## src/hdl/line_segment_rasterizer_assert.svh

```systemverilog
// Assertion macros for the line segment rasterizer.
`ifndef LINE_SEGMENT_RASTERIZER_ASSERT_SVH
`define LINE_SEGMENT_RASTERIZER_ASSERT_SVH
`ifndef SYNTHESIS
`define LSR_ASSERT(lbl, clk, rst_n, prop) \
  lbl: assert property (@(posedge clk) disable iff (!rst_n) (prop)) \
    else $error("line_segment_rasterizer: assertion failed");
`define LSR_ASSERT_NEXT(lbl, clk, rst_n, pre, post) \
  lbl: assert property (@(posedge clk) disable iff (!rst_n) (pre) |=> (post)) \
    else $error("line_segment_rasterizer: assertion failed");
`else
`define LSR_ASSERT(lbl, clk, rst_n, prop)
`define LSR_ASSERT_NEXT(lbl, clk, rst_n, pre, post)
`endif
`endif

```

## src/hdl/lsr_pkg.sv

```systemverilog
// Package with the types and constants of the line segment rasterizer.
`timescale 1ns / 1ps
package lsr_pkg;

  localparam int COORD_BITS = 16;

  typedef logic signed [COORD_BITS-1:0] coord_t;
  typedef logic signed [COORD_BITS:0]   diff_t;
  typedef logic        [COORD_BITS-1:0] mag_t;
  typedef logic        [COORD_BITS:0]   twice_t;
  typedef logic signed [COORD_BITS+1:0] err_t;

  localparam coord_t COORD_ONE       = coord_t'(1);
  localparam coord_t COORD_MINUS_ONE = coord_t'(-1);

  localparam logic CMD_START = 1'b0;
  localparam logic CMD_NEXT  = 1'b1;

  typedef struct packed {
    logic   command;
    coord_t start_x;
    coord_t start_y;
    coord_t end_x;
    coord_t end_y;
  } cmd_t;

  typedef struct packed {
    coord_t pixel_x;
    coord_t pixel_y;
    logic   pixel_valid;
    logic   last_pixel;
  } pix_t;

  // Step directions and axis kept for a running segment.
  typedef struct packed {
    logic y_major;
    logic y_neg;
    logic x_neg;
  } axis_t;

endpackage

```

## src/hdl/lsr_if.sv

```systemverilog
// Valid/ready channel interfaces for commands and pixels.
`timescale 1ns / 1ps
interface lsr_cmd_if;
  logic          valid;
  logic          ready;
  lsr_pkg::cmd_t data;
  modport source (output valid, output data, input ready);
  modport sink   (input valid, input data, output ready);
endinterface

interface lsr_pix_if;
  logic          valid;
  logic          ready;
  lsr_pkg::pix_t data;
  modport source (output valid, output data, input ready);
  modport sink   (input valid, input data, output ready);
endinterface

```

## src/hdl/line_segment_rasterizer.sv

```systemverilog
// Bresenham line segment rasterizer for all eight octants, one pixel per word.
// A pixel word is in the output register in the cycle after its command word
// is accepted. One command word is taken per cycle unless the output stalls.
// The single step (add, compare, select) sits between the segment state and
// the output register. Reset clears the segment state to idle and empties the
// output register; an accepted command word always yields one pixel word.
`timescale 1ns / 1ps
`include "line_segment_rasterizer_assert.svh"
module line_segment_rasterizer (
  input  logic       clk_i,
  input  logic       rst_ni,
  lsr_cmd_if.sink    cmd_i,
  lsr_pix_if.source  pix_o
);

  // Segment state: current pixel, endpoint, error term and step increments.
  lsr_pkg::coord_t cur_x_q, cur_x_d, cur_y_q, cur_y_d;
  lsr_pkg::coord_t tgt_x_q, tgt_x_d, tgt_y_q, tgt_y_d;
  lsr_pkg::err_t   err_q, err_d;
  lsr_pkg::twice_t maj2_q, maj2_d, min2_q, min2_d;
  lsr_pkg::axis_t  axis_q, axis_d;
  logic            active_q, active_d;

  // Output register. It is loaded whenever it is empty or being drained, so a
  // new command word can enter in the same cycle that a pixel word leaves.
  logic            out_valid_q;
  lsr_pkg::pix_t   out_q, out_d;
  logic            accept;

  assign cmd_i.ready = !out_valid_q || pix_o.ready;
  assign accept      = cmd_i.valid && cmd_i.ready;
  assign pix_o.valid = out_valid_q;
  assign pix_o.data  = out_q;

  // Start command arithmetic.
  lsr_pkg::diff_t  dx, dy, adx_w, ady_w;
  lsr_pkg::mag_t   adx, ady, major_len, minor_len;
  logic            x_major;

  // Next command arithmetic.
  lsr_pkg::coord_t step_x, step_y, nx, ny;
  lsr_pkg::err_t   err_sub, err_add;
  logic            strict, at_end, take_minor;

  always_comb begin
    dx        = lsr_pkg::diff_t'(cmd_i.data.end_x) - lsr_pkg::diff_t'(cmd_i.data.start_x);
    dy        = lsr_pkg::diff_t'(cmd_i.data.end_y) - lsr_pkg::diff_t'(cmd_i.data.start_y);
    adx_w     = dx[lsr_pkg::COORD_BITS] ? -dx : dx;
    ady_w     = dy[lsr_pkg::COORD_BITS] ? -dy : dy;
    // A magnitude never exceeds the unsigned coordinate range.
    adx       = adx_w[lsr_pkg::COORD_BITS-1:0];
    ady       = ady_w[lsr_pkg::COORD_BITS-1:0];
    x_major   = adx >= ady;
    major_len = x_major ? adx : ady;
    minor_len = x_major ? ady : adx;

    step_x = axis_q.x_neg ? lsr_pkg::COORD_MINUS_ONE : lsr_pkg::COORD_ONE;
    step_y = axis_q.y_neg ? lsr_pkg::COORD_MINUS_ONE : lsr_pkg::COORD_ONE;
    nx     = cur_x_q + step_x;
    ny     = cur_y_q + step_y;
    // The error test is strict for a positive x direction. A vertical segment
    // counts as non-positive even though its x sign bit is clear.
    strict = !axis_q.x_neg && (!axis_q.y_major || (min2_q != '0));
    at_end = axis_q.y_major ? (ny == tgt_y_q) : (nx == tgt_x_q);
    // While a segment runs the error stays non-negative, so these fit.
    err_sub    = err_q - lsr_pkg::err_t'({1'b0, min2_q});
    err_add    = err_sub + lsr_pkg::err_t'({1'b0, maj2_q});
    take_minor = strict ? err_sub[lsr_pkg::COORD_BITS+1]
                        : (err_sub[lsr_pkg::COORD_BITS+1] || (err_sub == '0));

    cur_x_d  = cur_x_q;
    cur_y_d  = cur_y_q;
    tgt_x_d  = tgt_x_q;
    tgt_y_d  = tgt_y_q;
    err_d    = err_q;
    maj2_d   = maj2_q;
    min2_d   = min2_q;
    axis_d   = axis_q;
    active_d = active_q;
    out_d    = '0;

    if (cmd_i.data.command == lsr_pkg::CMD_START) begin
      cur_x_d        = cmd_i.data.start_x;
      cur_y_d        = cmd_i.data.start_y;
      tgt_x_d        = cmd_i.data.end_x;
      tgt_y_d        = cmd_i.data.end_y;
      axis_d.x_neg   = dx[lsr_pkg::COORD_BITS];
      axis_d.y_neg   = dy[lsr_pkg::COORD_BITS];
      axis_d.y_major = !x_major;
      err_d          = lsr_pkg::err_t'({2'b00, major_len});
      maj2_d         = {major_len, 1'b0};
      min2_d         = {minor_len, 1'b0};
      // A zero-length segment is finished with its first pixel.
      active_d          = (dx != '0) || (dy != '0);
      out_d.pixel_x     = cmd_i.data.start_x;
      out_d.pixel_y     = cmd_i.data.start_y;
      out_d.pixel_valid = 1'b1;
      out_d.last_pixel  = !active_d;
    end else if (active_q) begin
      out_d.pixel_valid = 1'b1;
      if (at_end) begin
        // The endpoint is given exactly, whatever the minor axis reached.
        active_d         = 1'b0;
        cur_x_d          = tgt_x_q;
        cur_y_d          = tgt_y_q;
        out_d.pixel_x    = tgt_x_q;
        out_d.pixel_y    = tgt_y_q;
        out_d.last_pixel = 1'b1;
      end else begin
        if (axis_q.y_major) begin
          cur_y_d = ny;
          cur_x_d = take_minor ? nx : cur_x_q;
        end else begin
          cur_x_d = nx;
          cur_y_d = take_minor ? ny : cur_y_q;
        end
        err_d         = take_minor ? err_add : err_sub;
        out_d.pixel_x = cur_x_d;
        out_d.pixel_y = cur_y_d;
      end
    end
    // A next command while idle leaves out_d all zero.
  end

  always_ff @(posedge clk_i or negedge rst_ni) begin
    if (!rst_ni) begin
      cur_x_q     <= '0;
      cur_y_q     <= '0;
      tgt_x_q     <= '0;
      tgt_y_q     <= '0;
      err_q       <= '0;
      maj2_q      <= '0;
      min2_q      <= '0;
      axis_q      <= '0;
      active_q    <= 1'b0;
      out_valid_q <= 1'b0;
    end else begin
      if (accept) begin
        cur_x_q  <= cur_x_d;
        cur_y_q  <= cur_y_d;
        tgt_x_q  <= tgt_x_d;
        tgt_y_q  <= tgt_y_d;
        err_q    <= err_d;
        maj2_q   <= maj2_d;
        min2_q   <= min2_d;
        axis_q   <= axis_d;
        active_q <= active_d;
      end
      if (cmd_i.ready) begin
        out_valid_q <= cmd_i.valid;
      end
    end
  end

  always_ff @(posedge clk_i) begin
    if (accept) begin
      out_q <= out_d;
    end
  end

  // A running segment never holds a negative error term.
  `LSR_ASSERT(a_err_nonneg, clk_i, rst_ni, active_q |-> !err_q[lsr_pkg::COORD_BITS+1])
  // Once the endpoint word is registered, the segment is idle.
  `LSR_ASSERT(a_last_idle, clk_i, rst_ni, (out_valid_q && out_q.last_pixel) |-> !active_q)
  // An invalid pixel word carries only zeros.
  `LSR_ASSERT(a_idle_zero, clk_i, rst_ni,
    (out_valid_q && !out_q.pixel_valid) |->
    (out_q.pixel_x == '0 && out_q.pixel_y == '0 && !out_q.last_pixel))
  // A stalled pixel word stays in the output register.
  `LSR_ASSERT_NEXT(a_out_hold, clk_i, rst_ni, out_valid_q && !pix_o.ready, out_valid_q)

endmodule

```

## src/flat_wrapper.sv

```systemverilog
// flat-port wrapper written by rule: the top's interface ports become plain ports
module line_segment_rasterizer_flat 
  (clk_i, rst_ni, cmd_i_valid, cmd_i_data, cmd_i_ready, pix_o_valid, pix_o_data, pix_o_ready);
  lsr_cmd_if cmd_i_i ();
  lsr_pix_if pix_o_i ();
  input  logic clk_i;
  input  logic rst_ni;
  input wire logic [$bits(cmd_i_i.valid)-1:0] cmd_i_valid;
  input wire logic [$bits(cmd_i_i.data)-1:0] cmd_i_data;
  output wire logic [$bits(cmd_i_i.ready)-1:0] cmd_i_ready;
  output wire logic [$bits(pix_o_i.valid)-1:0] pix_o_valid;
  output wire logic [$bits(pix_o_i.data)-1:0] pix_o_data;
  input wire logic [$bits(pix_o_i.ready)-1:0] pix_o_ready;
  assign cmd_i_i.valid = cmd_i_valid;
  assign cmd_i_i.data = cmd_i_data;
  assign cmd_i_ready = cmd_i_i.ready;
  assign pix_o_valid = pix_o_i.valid;
  assign pix_o_data = pix_o_i.data;
  assign pix_o_i.ready = pix_o_ready;
  line_segment_rasterizer u_core (.clk_i(clk_i), .rst_ni(rst_ni), .cmd_i(cmd_i_i), .pix_o(pix_o_i));
endmodule
```

## config.mk

```make
export PLATFORM = sky130hd
export DESIGN_NAME = line_segment_rasterizer_flat
export DESIGN_NICKNAME = d
export VERILOG_FILES = /design/src/hdl/lsr_pkg.sv /design/src/hdl/lsr_if.sv /design/src/hdl/line_segment_rasterizer.sv /design/src/flat_wrapper.sv
export VERILOG_INCLUDE_DIRS = /design/src /design/src/hdl
export SDC_FILE = /design/constraint.sdc
export NUM_CORES = 1
export LEC_CHECK = 0
export BUFFER_PORTS_ARGS = -buffer_cell sky130_fd_sc_hd__buf_2
export CAP_MARGIN = 0
export CORE_ASPECT_RATIO = 1.5
export CORE_MARGIN = 3
export CORE_UTILIZATION = 61
export CTS_BUF_LIST = sky130_fd_sc_hd__clkbuf_2 sky130_fd_sc_hd__clkbuf_4 sky130_fd_sc_hd__clkbuf_8
export DETAILED_ROUTE_END_ITERATION = 12
export PLACE_DENSITY = 0.8
export RECOVER_POWER = 25
export SLEW_MARGIN = 20
export SYNTH_ARGS = -nofsm -noshare
export SYNTH_HDL_FRONTEND = slang
export SYNTH_SLANG_ARGS = --single-unit
```

## constraint.sdc

```tcl
create_clock -name clk_i -period 6.7 [get_ports clk_i]
set_clock_uncertainty 0.05 [all_clocks]
set_input_delay 0 -clock clk_i [delete_from_list [all_inputs] [get_ports clk_i]]
set_output_delay 0 -clock clk_i [all_outputs]
set_load 0.01 [all_outputs]
```

==> results.cfg <==
[setup_path]
cp.required_ns = 7.03
crit_fanout = 26
endpoint_kind = register
worstPathArrival_ns = 5.95
path_class = input port to register
start_kind = input port

[placed_design]
dp_hpwl_um = 36900
dpl-instance-area_um2 = 15700
gp_congestion = 1.05
place.port_buffers = 104
dp_worst_setup_slack_ns = 1.20
dp.cells = 2133

[hold_path]
hp-class = input port to register

[finish]
multiInputGateArea_um2 = 10200
fin_cells = 2230
nFillCells = 1988
drive_gt1_share_pct = 9.69
nets = 2082
seqCellArea_um2 = 4000
area_growth_pct = 11.0
stdcell_area_um2 = 16700

[run_status]
status = finished with violations
violations = capacitance limit, slew limit

[yosys]
yosysWarnings = 0
syn_avg_cell_area_um2 = 8.41
syn_nets = 1974
ys_seq_elements = 153
synth_ff_type = dfrtp_1
syn_inst = 1789
synthArstFlopShare_pct = 77.8
synth_edf_count = 34
synth_area_um2 = 15000
synth-seq-area-share_pct = 26.6
synth_cell_types = 91

[floorplanning]
initial_utilization_pct = 62.7
io_pins = 105
design.core.area_um2 = 24000
die-area_um2 = 26600
die_w_um = 134
row_count = 69
fp.dieH_um = 198

[timing]
tightestPinTransition_ns = 3.66
max_freq_mhz = 178
setup_ws_ns = 1.07
setup_viol = 0
fin_crit_sh_pct = 84.0
hold_violations = 0
drv_slew = 62
slew_headroom_pct = -144
fin_crit_ns = 5.63
final.setup.tns_ns = 0
grt_setup_unrepaired = no

[power_and_ir_drop]
power_frac_seq_pct = 16.9
leakage_nw = 7.37
finalPower_mw = 9.42
peakVddDrop_uv = 712
switchingPower_mw = 4.86
p_int_mw = 4.56
comb_power_share_pct = 75.1
p_per_area_nw_per_um2 = 564
sw_frac_of_total_pct = 51.6
pwr-share-clk_pct = 8.0

[grt]
grt_start_max_net_pins = 102
grt_pass1_wl_um = 80100
grt_pass1_vias = 15100
grt_use_total_pct = 38.1
overflow = 0
antenna_found_initial = 1

[route]
ant_nets = 0
post_drt_wl_per_cell_um = 22.7
viasPerCell = 6.82
drt-pass1-iter-count = 6
drt-initial-drc-count = 1394
wl_um = 50600
vias = 15200
drc_errors = 0

[run]
drv_cap = 1

[cts]
cts_setup_buffers = 0
tritoncts = done
cts.htree.levels = 4
clkTransAtPathRegs_ns = 0.10
cts_buffer_depth = 2
root_buffer = clkbuf_8
clkLatencyLatePin_ns = 0.49
post_cts_resized = 0
cts_sinks = 153
cts_inserted_buffers = 17
==> layer usage <==
metal  part of all wire (%)  global-route usage (%)  wire (µm)  vias to the layer above
met5                      0                       0          0                        -
met4                    7.3                    24.2       3690                        0
met3                    8.1                    6.79       4090                      244
met2                     48                    64.2      24300                      848
met1                     36                    44.7      18500                     7208
li1                       -                       -          -                     6911
==> through the flow <==
step	hold slack [ns]	util [%]
detailed placement	0.0979	65.4
floorplan	-0.346	-
finish	0.0297	69.6
CTS	0.00233	69.7
global route	0.0495	69.6
global placement	0.0979	65.4
==> area by class of cell <==
class	instances	share of cell area, %
multi-input combinational	1418	61.0
sequential	153	23.9
timing repair buffer	186	7.58
inverter	121	2.72
tap	319	2.39
clock buffer	17	1.40
clock inverter	15	0.952
antenna	1	0.0150
==> power groups by stage <==
stage	logic [mW]	registers [mW]	clock network, mW
4_1_cts	6.98	1.58	0.757
5_1_grt	7.76	1.62	0.799
3_3_place_gp	6.76	1.58	0
2_1_floorplan	5.33	1.51	0
3_5_place_dp	6.90	1.59	0
6_report	7.07	1.59	0.758
==> worst max-delay path: stages <==
cell and delay, ns:
dlygate4sd3_1 0.52, buf_2 0.10, inv_1 0.04, ha_1 0.22
fa_1 0.41, nor2b_1 0.16, o31a_1 0.25, o2111ai_1 0.22
a211oi_1 0.44, a31o_2 0.33, and2_0 0.33, a31oi_1 0.10
xor2_1 0.42, inv_1 0.09, ha_1 0.31, a21o_1 0.19
a21o_1 0.17, a21oi_1 0.12, o21ai_0 0.15, a31o_2 0.45
nand3_1 0.16, mux2i_1 0.08, or3_1 0.41, a221o_1 0.28
==> registers in the layout (all words and copies together) (netlist names) <==
name,count
u_core.maj2_q,16
u_core.err_q,18
u_core.cur_y_q,16
u_core.active_q,1
u_core.pix_o.data,34
u_core.axis_q,3
u_core.tgt_y_q,16
u_core.pix_o.valid,1
u_core.min2_q,16
u_core.cur_x_q,16
u_core.tgt_x_q,16
==> final timing paths <==
| path | start | to | slack [ns] | cells past startpoint |
|---|---|---|---|---|
| worst max-delay path | cmd_i_data[16] | u_core.err_q[11] | 1.07 | 24 |
| worst min-delay path | cmd_i_data[60] | u_core.cur_x_q[12] | 0.03 | 4 |
| worst max register to register | u_core.axis_q[1] | u_core.cur_y_q[3] | 1.19 | 12 |
| worst min register to register | u_core.maj2_q[15] | u_core.maj2_q[15] | 0.44 | 2 |
| max in group asynchronous | rst_ni | u_core.tgt_x_q[6] | 3.05 | 3 |
| min in group asynchronous | rst_ni | u_core.min2_q[16] | 1.25 | 2 |
==> cells by family after synthesis <==
logic type                 share of synthesized area (%)
muxes                                               4.49
DFF                                                 26.6
xor gates and xnor gates                            8.34
adders and majority gates                           9.95
AOI/OAI and AO/OA                                   26.2
buffers and inverters                               5.93
and+or+nand+nor                                     18.5
==> cells in the final DEF (no fill, tap or decap), types with 10 or more instances in the layout <==
| master | Yosys | routed |
|---|---|---|
| xor2_1 | 40 | 40 |
| a211oi_1 | 18 | 18 |
| a211o_1 | 11 | 11 |
| nand4_1 | 32 | 32 |
| o21a_1 | 19 | 19 |
| o2111ai_1 | 10 | 10 |
| a21oi_1 | 76 | 75 |
| xnor2_1 | 80 | 80 |
| mux2_2 | 19 | 19 |
| a21o_1 | 48 | 47 |
| dlygate4sd3_1 | 0 | 64 |
| or4_1 | 10 | 10 |
| dfrtp_1 | 119 | 119 |
| mux2i_1 | 45 | 45 |
| and3_1 | 28 | 28 |
| inv_1 | 121 | 121 |
| nor2_1 | 102 | 101 |
| clkbuf_8 | 0 | 17 |
| nor3_1 | 28 | 28 |
| or3_1 | 54 | 54 |
| ha_1 | 110 | 110 |
| buf_2 | 16 | 79 |
| edfxtp_1 | 34 | 34 |
| o211ai_1 | 38 | 38 |
| nor2b_1 | 18 | 18 |
| a221o_1 | 13 | 13 |
| or2_2 | 14 | 14 |
| a221oi_1 | 31 | 31 |
| nand3_1 | 32 | 32 |
| nor4_1 | 20 | 20 |
| o21ai_0 | 152 | 152 |
| nand2b_1 | 24 | 24 |
| clkbuf_1 | 72 | 25 |
| nand2_1 | 135 | 135 |
| and2_1 | 14 | 14 |
| buf_4 | 4 | 18 |
| o31ai_1 | 21 | 21 |
| a31oi_1 | 22 | 21 |
| a2bb2oi_1 | 17 | 17 |
==> repair_timing <==
item                                    in CTS  in global routing
hold buffers                                64                  0
endpoints found under the setup margin       0                  0
endpoints found under the hold margin      138                  0
==> synth_stat cells (all sizes together) (7+ instances only) <==
library cell  instances  share of area (%)
a31oi                22               0.92
nor2                102                2.5
xor2                 40                2.3
nand2b               24                1.0
o31ai                23                1.2
a221o                13               0.87
a21o                 48                2.4
o211ai               38                1.9
buf                  25                1.1
or4                  11               0.57
mux2i                45                3.0
xnor3                 9                1.3
a2111oi               7               0.45
and3                 28                1.2
dfrtp               119                 20
nor2b                18               0.75
a211o                11               0.64
and2                 15               0.62
or3                  54                2.2
o31a                  8               0.47
clkbuf               72                1.8
a21oi                76                2.5
nand2               135                3.4
a221oi               32                1.9
nand4                32                1.3
or2                  15               0.62
ha                  110                9.2
o21ai               154                5.1
nor4                 20               0.83
o21a                 19               0.95
a211oi               19               0.98
a2bb2oi              17               0.99
edfxtp               34                6.8
nand3                32                1.1
nor3                 28               0.93
inv                 121                3.0
mux2                 20                1.5
xnor2                80                4.7
o22ai                 8               0.33
o2111ai              10               0.58
No activity file was read; power rests on OpenSTA's default activity.
